==> src/rc4_pkg.sv <==
// Shared types and constants of the RC4 stream cipher block.
package rc4_pkg;

    localparam int BYTE_W            = 8;
    localparam int BOX_SIZE          = 256;
    localparam int BOX_AW            = 8;
    localparam int KEY_CNT_W         = 9;
    localparam int MAX_KEY_BYTES_DEF = 256;

    localparam logic KIND_KEY  = 1'b0;
    localparam logic KIND_DATA = 1'b1;

    typedef enum logic [3:0] {
        ST_FILL,
        ST_IDLE,
        ST_D_J,
        ST_D_X,
        ST_D_W,
        ST_K_RD,
        ST_K_ACC,
        ST_K_WR1,
        ST_K_WR2
    } state_t;

    typedef struct packed {
        logic              valid;
        logic [BYTE_W-1:0] data_byte;
        logic              last;
    } result_t;

endpackage

==> src/rc4_stream_cipher.sv <==
// RC4 stream cipher: stream ports, output register and the cipher core.
//
// Send key bytes with tuser low, one request each; the request with tlast set
// starts the key schedule. The key schedule first reloads the identity
// permutation, one entry per cycle, then runs 256 rounds through the states
// K_RD, K_ACC, K_WR1 and K_WR2, while the input stays not ready. The same
// identity load runs once after reset before the first request is taken.
// Data bytes (tuser high) come back as data XOR keystream with tlast echoed;
// key bytes give no result. A data byte passes through the states D_J, D_X
// and D_W before a new request is taken: each keystream step needs two
// dependent reads, two writes and one output read on the single read and
// single write port of the permutation memory. A finished result waits in the
// output register, so the next request is taken while it is still held. Key
// bytes beyond MAX_KEY_BYTES are dropped; a dropped byte with tlast set still
// starts the schedule over the stored bytes.
module rc4_stream_cipher #(
    parameter int MAX_KEY_BYTES = rc4_pkg::MAX_KEY_BYTES_DEF
) (
    input  logic       clk,
    input  logic       rst_n,
    input  logic       s_axis_tvalid,
    output logic       s_axis_tready,
    input  logic [7:0] s_axis_tdata,   // [7:0] value
    input  logic       s_axis_tuser,   // [0] kind
    input  logic       s_axis_tlast,
    output logic       m_axis_tvalid,
    input  logic       m_axis_tready,
    output logic [7:0] m_axis_tdata,   // [7:0] out_byte
    output logic       m_axis_tlast
);

    rc4_pkg::result_t           result;
    logic                       out_free;
    logic                       out_valid_reg, out_valid_next;
    logic [rc4_pkg::BYTE_W-1:0] out_byte_reg, out_byte_next;
    logic                       out_last_reg, out_last_next;

    rc4_core #(
        .MAX_KEY_BYTES (MAX_KEY_BYTES)
    ) u_core (
        .clk      (clk),
        .rst_n    (rst_n),
        .in_valid (s_axis_tvalid),
        .in_ready (s_axis_tready),
        .in_kind  (s_axis_tuser),
        .in_value (s_axis_tdata),
        .in_last  (s_axis_tlast),
        .out_free (out_free),
        .result   (result)
    );

    // The register can take a new result when empty or being drained now.
    assign out_free = !out_valid_reg || m_axis_tready;

    always_comb
    begin
        out_valid_next = out_valid_reg;
        out_byte_next  = out_byte_reg;
        out_last_next  = out_last_reg;
        if (result.valid)
        begin
            out_valid_next = 1'b1;
            out_byte_next  = result.data_byte;
            out_last_next  = result.last;
        end
        else if (m_axis_tready)
        begin
            out_valid_next = 1'b0;
        end
    end

    always_ff @(posedge clk or negedge rst_n)
    begin
        if (!rst_n)
        begin
            out_valid_reg <= 1'b0;
        end
        else
        begin
            out_valid_reg <= out_valid_next;
        end
    end

    always_ff @(posedge clk)
    begin
        out_byte_reg <= out_byte_next;
        out_last_reg <= out_last_next;
    end

    assign m_axis_tvalid = out_valid_reg;
    assign m_axis_tdata  = out_byte_reg;
    assign m_axis_tlast  = out_last_reg;

endmodule

==> src/rc4_ram.sv <==
// Generic simple dual-port RAM with one write port and a registered read port.
module rc4_ram #(
    parameter int WIDTH = 8,
    parameter int DEPTH = 256,
    parameter int AW    = (DEPTH > 1) ? $clog2(DEPTH) : 1
) (
    input  logic             clk,
    input  logic             wr_en,
    input  logic [AW-1:0]    wr_addr,
    input  logic [WIDTH-1:0] wr_data,
    input  logic             rd_en,
    input  logic [AW-1:0]    rd_addr,
    output logic [WIDTH-1:0] rd_data
);

    logic [WIDTH-1:0] mem_reg [DEPTH];
    logic [WIDTH-1:0] rd_data_reg;

    always_ff @(posedge clk)
    begin
        if (wr_en)
        begin
            mem_reg[wr_addr] <= wr_data;
        end
        if (rd_en)
        begin
            rd_data_reg <= mem_reg[rd_addr];
        end
    end

    assign rd_data = rd_data_reg;

endmodule

==> src/rc4_core.sv <==
// Sequencer and datapath around the permutation and key memories.
module rc4_core #(
    parameter int MAX_KEY_BYTES = rc4_pkg::MAX_KEY_BYTES_DEF
) (
    input  logic                       clk,
    input  logic                       rst_n,
    input  logic                       in_valid,
    output logic                       in_ready,
    input  logic                       in_kind,
    input  logic [rc4_pkg::BYTE_W-1:0] in_value,
    input  logic                       in_last,
    input  logic                       out_free,
    output rc4_pkg::result_t           result
);

    localparam int KEY_AW = (MAX_KEY_BYTES > 1) ? $clog2(MAX_KEY_BYTES) : 1;
    localparam int BW     = rc4_pkg::BYTE_W;
    localparam int AW     = rc4_pkg::BOX_AW;
    localparam int CW     = rc4_pkg::KEY_CNT_W;

    rc4_pkg::state_t state_reg, state_next;

    logic [AW-1:0]     i_reg, i_next;
    logic [AW-1:0]     j_reg, j_next;
    logic [AW-1:0]     cnt_reg, cnt_next;
    logic [BW-1:0]     acc_reg, acc_next;
    logic [KEY_AW-1:0] kpos_reg, kpos_next;
    logic [CW-1:0]     key_count_reg, key_count_next;
    logic              sched_reg, sched_next;

    logic [BW-1:0]     value_reg, value_next;
    logic              last_reg, last_next;
    logic [BW-1:0]     si_reg, si_next;
    logic [BW-1:0]     sj_reg, sj_next;
    logic              fwd_i_reg, fwd_i_next;
    logic              fwd_j_reg, fwd_j_next;

    logic              p_we, p_re;
    logic [AW-1:0]     p_waddr, p_raddr;
    logic [BW-1:0]     p_wdata, p_rdata;
    logic              k_we, k_re;
    logic [KEY_AW-1:0] k_waddr, k_raddr;
    logic [BW-1:0]     k_rdata;

    logic              accept;
    logic [AW-1:0]     idx;
    logic [BW-1:0]     ks;
    logic [CW-1:0]     key_len;
    logic [CW-1:0]     kpos_inc;

    rc4_ram #(
        .WIDTH (BW),
        .DEPTH (rc4_pkg::BOX_SIZE)
    ) u_perm_ram (
        .clk     (clk),
        .wr_en   (p_we),
        .wr_addr (p_waddr),
        .wr_data (p_wdata),
        .rd_en   (p_re),
        .rd_addr (p_raddr),
        .rd_data (p_rdata)
    );

    rc4_ram #(
        .WIDTH (BW),
        .DEPTH (MAX_KEY_BYTES)
    ) u_key_ram (
        .clk     (clk),
        .wr_en   (k_we),
        .wr_addr (k_waddr),
        .wr_data (in_value),
        .rd_en   (k_re),
        .rd_addr (k_raddr),
        .rd_data (k_rdata)
    );

    assign in_ready = (state_reg == rc4_pkg::ST_IDLE);
    assign accept   = in_valid && in_ready;
    assign idx      = si_reg + p_rdata;
    assign key_len  = (key_count_reg == '0) ? CW'(1) : key_count_reg;
    assign kpos_inc = CW'(kpos_reg) + CW'(1);

    // The swap writes S[j] last, so a match on j takes priority over i.
    assign ks = fwd_j_reg ? si_reg : (fwd_i_reg ? sj_reg : p_rdata);

    always_comb
    begin
        state_next     = state_reg;
        i_next         = i_reg;
        j_next         = j_reg;
        cnt_next       = cnt_reg;
        acc_next       = acc_reg;
        kpos_next      = kpos_reg;
        key_count_next = key_count_reg;
        sched_next     = sched_reg;
        value_next     = value_reg;
        last_next      = last_reg;
        si_next        = si_reg;
        sj_next        = sj_reg;
        fwd_i_next     = fwd_i_reg;
        fwd_j_next     = fwd_j_reg;

        p_we    = 1'b0;
        p_waddr = cnt_reg;
        p_wdata = cnt_reg;
        p_re    = 1'b0;
        p_raddr = i_reg + AW'(1);
        k_we    = 1'b0;
        k_waddr = key_count_reg[KEY_AW-1:0];
        k_re    = 1'b0;
        k_raddr = kpos_reg;

        result.valid     = 1'b0;
        result.data_byte = value_reg ^ ks;
        result.last      = last_reg;

        unique case (state_reg)
            rc4_pkg::ST_FILL:
            begin
                p_we     = 1'b1;
                cnt_next = cnt_reg + AW'(1);
                if (cnt_reg == '1)
                begin
                    state_next = sched_reg ? rc4_pkg::ST_K_RD : rc4_pkg::ST_IDLE;
                end
            end

            rc4_pkg::ST_IDLE:
            begin
                if (accept)
                begin
                    if (in_kind == rc4_pkg::KIND_DATA)
                    begin
                        p_re       = 1'b1;
                        i_next     = i_reg + AW'(1);
                        value_next = in_value;
                        last_next  = in_last;
                        state_next = rc4_pkg::ST_D_J;
                    end
                    else
                    begin
                        if (key_count_reg < CW'(MAX_KEY_BYTES))
                        begin
                            k_we           = 1'b1;
                            key_count_next = key_count_reg + CW'(1);
                        end
                        if (in_last)
                        begin
                            sched_next = 1'b1;
                            cnt_next   = '0;
                            acc_next   = '0;
                            kpos_next  = '0;
                            state_next = rc4_pkg::ST_FILL;
                        end
                    end
                end
            end

            rc4_pkg::ST_D_J:
            begin
                si_next    = p_rdata;
                j_next     = j_reg + p_rdata;
                p_re       = 1'b1;
                p_raddr    = j_reg + p_rdata;
                state_next = rc4_pkg::ST_D_X;
            end

            rc4_pkg::ST_D_X:
            begin
                p_we       = 1'b1;
                p_waddr    = i_reg;
                p_wdata    = p_rdata;
                sj_next    = p_rdata;
                p_re       = 1'b1;
                p_raddr    = idx;
                fwd_i_next = (idx == i_reg);
                fwd_j_next = (idx == j_reg);
                state_next = rc4_pkg::ST_D_W;
            end

            rc4_pkg::ST_D_W:
            begin
                // Rewriting S[j] while the output waits is harmless.
                p_we    = 1'b1;
                p_waddr = j_reg;
                p_wdata = si_reg;
                if (out_free)
                begin
                    result.valid = 1'b1;
                    state_next   = rc4_pkg::ST_IDLE;
                end
            end

            rc4_pkg::ST_K_RD:
            begin
                p_re       = 1'b1;
                p_raddr    = cnt_reg;
                k_re       = 1'b1;
                state_next = rc4_pkg::ST_K_ACC;
            end

            rc4_pkg::ST_K_ACC:
            begin
                acc_next   = acc_reg + p_rdata + k_rdata;
                si_next    = p_rdata;
                p_re       = 1'b1;
                p_raddr    = acc_reg + p_rdata + k_rdata;
                state_next = rc4_pkg::ST_K_WR1;
            end

            rc4_pkg::ST_K_WR1:
            begin
                p_we       = 1'b1;
                p_waddr    = cnt_reg;
                p_wdata    = p_rdata;
                state_next = rc4_pkg::ST_K_WR2;
            end

            rc4_pkg::ST_K_WR2:
            begin
                p_we     = 1'b1;
                p_waddr  = acc_reg;
                p_wdata  = si_reg;
                cnt_next = cnt_reg + AW'(1);
                if (kpos_inc >= key_len)
                begin
                    kpos_next = '0;
                end
                else
                begin
                    kpos_next = kpos_inc[KEY_AW-1:0];
                end
                if (cnt_reg == '1)
                begin
                    i_next         = '0;
                    j_next         = '0;
                    key_count_next = '0;
                    sched_next     = 1'b0;
                    state_next     = rc4_pkg::ST_IDLE;
                end
                else
                begin
                    state_next = rc4_pkg::ST_K_RD;
                end
            end

            default:
            begin
                state_next = rc4_pkg::ST_IDLE;
            end
        endcase
    end

    always_ff @(posedge clk or negedge rst_n)
    begin
        if (!rst_n)
        begin
            state_reg     <= rc4_pkg::ST_FILL;
            i_reg         <= '0;
            j_reg         <= '0;
            cnt_reg       <= '0;
            acc_reg       <= '0;
            kpos_reg      <= '0;
            key_count_reg <= '0;
            sched_reg     <= 1'b0;
        end
        else
        begin
            state_reg     <= state_next;
            i_reg         <= i_next;
            j_reg         <= j_next;
            cnt_reg       <= cnt_next;
            acc_reg       <= acc_next;
            kpos_reg      <= kpos_next;
            key_count_reg <= key_count_next;
            sched_reg     <= sched_next;
        end
    end

    always_ff @(posedge clk)
    begin
        value_reg <= value_next;
        last_reg  <= last_next;
        si_reg    <= si_next;
        sj_reg    <= sj_next;
        fwd_i_reg <= fwd_i_next;
        fwd_j_reg <= fwd_j_next;
    end

endmodule

==> config.mk <==
export PLATFORM = sky130hd
export DESIGN_NAME = rc4_stream_cipher
export DESIGN_NICKNAME = d
export VERILOG_FILES = /design/src/rc4_pkg.sv /design/src/rc4_stream_cipher.sv /design/src/rc4_ram.sv /design/src/rc4_core.sv
export SDC_FILE = /design/constraint.sdc
export NUM_CORES = 2
export LEC_CHECK = 0
export BUFFER_PORTS_ARGS = -buffer_cell sky130_fd_sc_hd__clkbuf_2
export CORE_ASPECT_RATIO = 1.5
export CORE_MARGIN = 3
export CORE_UTILIZATION = 35
export CTS_CLUSTER_SIZE = 30
export DETAILED_ROUTE_END_ITERATION = 16
export SLEW_MARGIN = 30
export SYNTH_ARGS = -nofsm -noshare
export SYNTH_HDL_FRONTEND = slang
export SYNTH_SLANG_ARGS = --single-unit
==> constraint.sdc <==
create_clock -name clk -period 11.5 [get_ports clk]
set_input_delay 1.15 -clock clk [delete_from_list [all_inputs] [get_ports clk]]
set_output_delay 1.15 -clock clk [all_outputs]
set_load 0.01 [all_outputs]
* Yosys cells after proc, flatten, opt, wreduce, memory -nomap -nowiden *
Memory sizes are Yosys's and may differ from the RTL's. A register that Yosys moved wholly into a read port is not among the register bits.
Cells that the tools add are included.

operators by class
  add/subtract/negate cells = 8
  $lt $le $gt $ge = 2
  equality and inequality tests = 20
  muxes and demuxes = 53
  bitwise logic cells = 1
  reduce and logical (&&, ||, !) cells = 25

operators by type and width
  kind                                           count
  one-hot mux 8 bit (2 select lines)             6
  two-way mux 8 bit                              9
  two-way mux 9 bit                              5
  one-hot mux 4 bit (9 select lines)             1
  adder 8 bit                                    4
  one-hot mux 8 bit (4 select lines)             1
  one-hot mux 8 bit (3 select lines)             1
  two-way mux 1 bit                              20
  two-way mux 4 bit                              5
  AND reduction 4 bit                            5
  one-hot mux 9 bit (2 select lines)             1
  adder 8 x 1 -> 8 bit, second input constant    2
  == test 4 x 3 -> 1 bit, second input constant  4
  == test 8 bit                                  2
  inequality test 2 bit, second input constant   6
  AND reduction 5 bit                            2
  nonzero test 2 bit                             5
  adder 8 x 1 -> 9 bit, second input constant    1
  adder 9 x 1 -> 9 bit, second input constant    1
  >= comparator 9 bit                            1
  zero test 9 bit                                1
  < comparator 9 bit, second input constant      1
  == test 4 x 2 -> 1 bit, second input constant  2
  == test 8 bit, second input constant           1
  other kinds (16)                               22

word-level totals
  register bits = 91
  bits in writable memories = 4096
  output and inout port bits = 11
  word-level logic and storage cells = 128
  memories = 2

memories
  memory                     depth  bits a word  rd ports  clocked after Yosys merged registers in  wr ports  line           text
  u_core.u_key_ram.mem_reg   256    8            1         1                                        1         rc4_ram.sv:16  logic [WIDTH-1:0] mem_reg [DEPTH];
  u_core.u_perm_ram.mem_reg  256    8            1         1                                        1         rc4_ram.sv:16

* Longest topological paths before layout *
  word-level depth = 7
  mapped depth = 18
  gate-level depth less buffers = 16

* By module *
From an unflattened synthesis, not the netlist that was laid out.

unflattened totals
  cell total of the unflattened synthesis = 8097
  area total of the unflattened synthesis = 165298.5 um^2

by module, submodules not included
  module             times used  cells each  area an instance (um^2)
  rc4_ram            2           3733        79636.4
  rc4_core           1           619         5708.0
  rc4_stream_cipher  1           12          317.8

* Worst setup path after synthesis *
Ideal clock, no wire load.

  kind = reg-to-reg
  start point = reg u_core.state_reg[2]
  end point = mem u_core.u_perm_ram.mem_reg[0][1] (data pin)
  setup time = 0.865 ns
  arrival time = 4.800 ns
  required time = 10.635 ns
  path slack = 5.836 ns
  stages on the path, launching flop included = 8
  buffers on the path = 3
  clock period less this slack = 5.664 ns
  cells stage by stage = dfrtp_1 buf_6 buf_6 buf_2 xnor2_1 nor2_1 nor2_1 a221o_1

between the ends
  cells in the longest elaborated chain, start to end = 3
  elaborated cells between the ends (all ways) = 7
  classes of those cells = eq/ne (4); mux (1); reduce/logical (2)

ends and longest elaborated chain
  what                                                  line             text
  start: declaration                                    rc4_core.sv:21   rc4_pkg::state_t state_reg, state_next;
  start signal: assignment                              rc4_core.sv:258  state_reg <= rc4_pkg::ST_FILL;
  start signal: assignment                              rc4_core.sv:269  state_reg <= state_next;
  == test 4 x 3 -> 1 bit, or another cell as far along  rc4_core.sv:117  unique case (state_reg)
  OR reduction 2 bit (no line)                          -
  one-hot mux 8 bit (2 select lines) *                  rc4_core.sv:117
  named net u_core.p_wdata[1]                           rc4_core.sv:40   logic [BW-1:0] p_wdata, p_rdata;
  end: declaration                                      rc4_ram.sv:16

The timed path passes the listed nets; every way through them passes the cells marked *.

* Worst setup path after layout *
  start point = reg u_core.u_perm_ram.rd_data_reg[1], in the netlist u_core.u_perm_ram.rd_data[1], read port of u_core.u_perm_ram.mem_reg
  end point = reg u_core.u_perm_ram.rd_data_reg[0], in the netlist u_core.u_perm_ram.rd_data[0], read port of u_core.u_perm_ram.mem_reg (data pin)

between the ends
  cells in the longest elaborated chain, start to end = 3
  elaborated cells between the ends (all ways) = 5
  classes of those cells = add/sub (4); mux (1)

ends and longest elaborated chain
  what                                  line             text
  start: declaration                    rc4_ram.sv:17    logic [WIDTH-1:0] rd_data_reg;
  adder 8 bit (2 in series)             rc4_core.sv:207  p_raddr = acc_reg + p_rdata + k_rdata;
  one-hot mux 8 bit (4 select lines) *  rc4_core.sv:117

Mark *: on every way between the ends. The rest lies on a longest branch, timed or not.
A chain may end at the register's enable or synchronous reset.

==> out/metrics.yaml <==
synthCells: 10900
ctsHoldBuffers: 0
post_synth_num_cell_types: 92
first_global_vias: 93800
finalSetupViolCount: 0
clkTransAtPathRegs_ps: 60
viasPerCell: 5.37
power_density_nw_per_um2: 295
whs_ps: 374
cts_tree: "done"
synthArstFlopShare: 0.0131
final_hold_viol_count: 0
die_x_um: 574
core_area_um2: 482000
nFillCells: 43900
post_cts_buffers: 0
regToRegSetupSlack_ps: 4800
crit_chain: "inv_1 > fa_1 > inv_1 > ha_1 > inv_1 > fa_1 > or3b_2 > a21oi_1 > or3_1 > o311a_2 > buf_4 > nand2_4 > o22ai_1 > or3_1 > nor4_1 > buf_4 > nor4_1 > nand4_1"
start_util: 0.351
synth_fp_nets: 10900
gr-total-overflow: 0
crit_type: "flop to flop"
fin_setup_tns_ps: 0
cpMostUsedCell: "inv_1"
syn-mean-instance-area_um2: 15.6
crit_start: "u_core.u_perm_ram.rd_data[1]"
grt_max_degree: 162
r2r-start: "u_core.u_perm_ram.rd_data[1]"
grt_use_total: 0.182
drive_gt1_frac: 0.120
dp_cells: 16800
end_kind: "flop"
synth-edff-count: 4148
worstHoldPathType: "input port to async pin"
gp_congestion: 0.895
max_stage_delay_ps: 780
hpwlAfterDp_mm: 279
ir_drop_mv: 0.436
cp_max_fo: 28
synth.area.top_cells: "edfxtp_1, mux4_2, nand2_1, mux2i_1, nand3_1"
drv_cap: 0
cts_buffers: 407
seq_area_frac_synth: 0.744
antenna_found_initial: 15
fin_cells: 17600
grt_pass1_wl_mm: 667
ys_warn_count: 0
leakage_uw: 0.0603
final_nets: 10900
clk_latency_ps: 980
drtIter0Drc: 8937
crit_arrival_ps: 7370
slew_violations: 0
rsz0062_at_grt: "no"
postRouteAntennaNets: 0
root_buffer: "clkbuf_16"
ioPinCount: 25
port_buffers: 24
cp_top_family: "simple AND/OR/NAND/NOR gates"
fin_util: 0.393
worst_pin_slew_ps: 1160
period_share: 0.582
rows: 312
total_power_uw: 55700
fmax_mhz: 149
cp.required_ps: 12170
slowest_stage: "nor4_1"
htree_levels: 5
clock-sinks: 4203
die_area_um2: 492000
period_minus_slack_ps: 6700
ctsResizeCount: 0
fin_skew_ps: 89.9
maxSlewHeadroom: 0.219
critPathBufInv: 5
drt-wirelength-per-cell_um: 26.2
drc: 0
yosysTopAreaCell: "edfxtp_1"
clock_path_buffers: 4
ys_ff_latch: 4203
startpoint_type: "flop"
synth.top_cell.area_share: 0.736
dr.pass1.iters: 8
syn_to_final_growth_pct: 11.7
synth_top_flop_cell: "edfxtp_1"
vias: 94500
die_h_um: 858
status: "finished, final reports clean"
routed_wirelength_mm: 461
synth_area_um2: 169000
cell type report:
cell class | instances | area, um^2 | share of cell area
flip-flops and latches | 4203 | 126000 | 0.666
multi-input cells | 5952 | 40100 | 0.212
clock buffers | 498 | 10700 | 0.0566
well taps | 6437 | 8050 | 0.0426
clock inverters | 246 | 2200 | 0.0116
repair buffers | 193 | 1880 | 0.00994
inverters | 43 | 161 | 0.000854
diodes | 5 | 12.5 | 0.0000662
worst register-to-register path: cells and delay by family, from the launching register on:
kind	cells	cell delay [ps]
adder cells (fa/ha/maj)	3	1140
flip-flops	1	530
AO/OA/AOI/OAI	3	820
AND/OR/NAND/NOR	7	2740
buffers and inverters	5	1150
logic make-up after synthesis:
| logic type | after synthesis | synth area share |
|---|---|---|
| xor gates and xnor gates | 53 | 0.00274 |
| DFF | 4203 | 0.744 |
| muxes | 1058 | 0.0892 |
| buffers and inverters | 726 | 0.0213 |
| adders and majority gates | 46 | 0.00384 |
| and+or+nand+nor | 3482 | 0.0880 |
| AOI/OAI and AO/OA | 1313 | 0.0511 |
report_power, final:
| part | total (uW) | switching, uW | leakage [uW] | internal, uW |
|---|---|---|---|---|
| clock | 13100 | 5760 | 0.00630 | 7340 |
| combinational | 23500 | 16800 | 0.0158 | 6710 |
| sequential | 19100 | 410 | 0.0382 | 18700 |
| total | 55700 | 23000 | 0.0603 | 32800 |
path summary, 6_finish.rpt:
path                                                      to  cells past startpoint
worst max-delay path            u_core.u_perm_ram.rd_data[0]                     18
worst min-delay path                       u_core.k_raddr[3]                      2
worst max register to register  u_core.u_perm_ram.rd_data[0]                     18
worst min register to register                  m_axis_tlast                      0
max in group asynchronous                  u_core.k_raddr[2]                      2
min in group clk                                m_axis_tlast                      0
placed cells by master (no fill, tap or decap), types with 18 or more instances in the layout:
master and n:
edfxtp_1 4148, nand2_1 1857, mux2i_1 586, nor2_1 580, nand3_1 555, clkbuf_16 415, a21oi_1 410, mux4_2 348
and3_1 204, o21ai_0 189, o22ai_1 158, a311oi_1 134, buf_4 131, o221ai_1 124, mux2_2 124, clkinv_1 97
nor3_1 89, clkbuf_1 82, clkinv_2 76, a31oi_1 60, a22oi_1 52, dfrtp_1 48, inv_1 43, nor4_1 36
ha_1 36, bufinv_16 32, a32oi_1 28, xor2_1 27, xnor2_1 26, buf_12 25, or3_1 20, nand2_2 19
a221oi_1 18
synth_stat cells, drive strengths merged, types with 19 or more instances:
cell type     n
edfxtp     4148
nand2      1892
nor2        588
mux2i       586
nand3       562
buf         426
a21oi       411
mux4        348
clkbuf      257
and3        204
o21ai       197
o22ai       158
a311oi      140
mux2        124
o221ai      124
nor3         90
a31oi        62
dfrtp        55
a22oi        52
inv          43
nor4         43
ha           36
a32oi        29
xor2         27
xnor2        26
or3          20
a221oi       19
layer usage:
metal | track usage | vias up | routed length, um
met5 | 0 | - | 55
met4 | 0.0968 | 8 | 27700
met3 | 0.0243 | 885 | 24900
met2 | 0.324 | 3239 | 240000
met1 | 0.212 | 48600 | 169000
li1 | - | 41800 | -
through the flow:
step	instance area, um^2	setup slack, ps
after floorplan	169000	5840
after global routing	189000	4720
after CTS	189000	4830
final	189000	4800
after detailed placement	176000	4900
after global placement	176000	4840
Power figures use the tool's default switching activity.
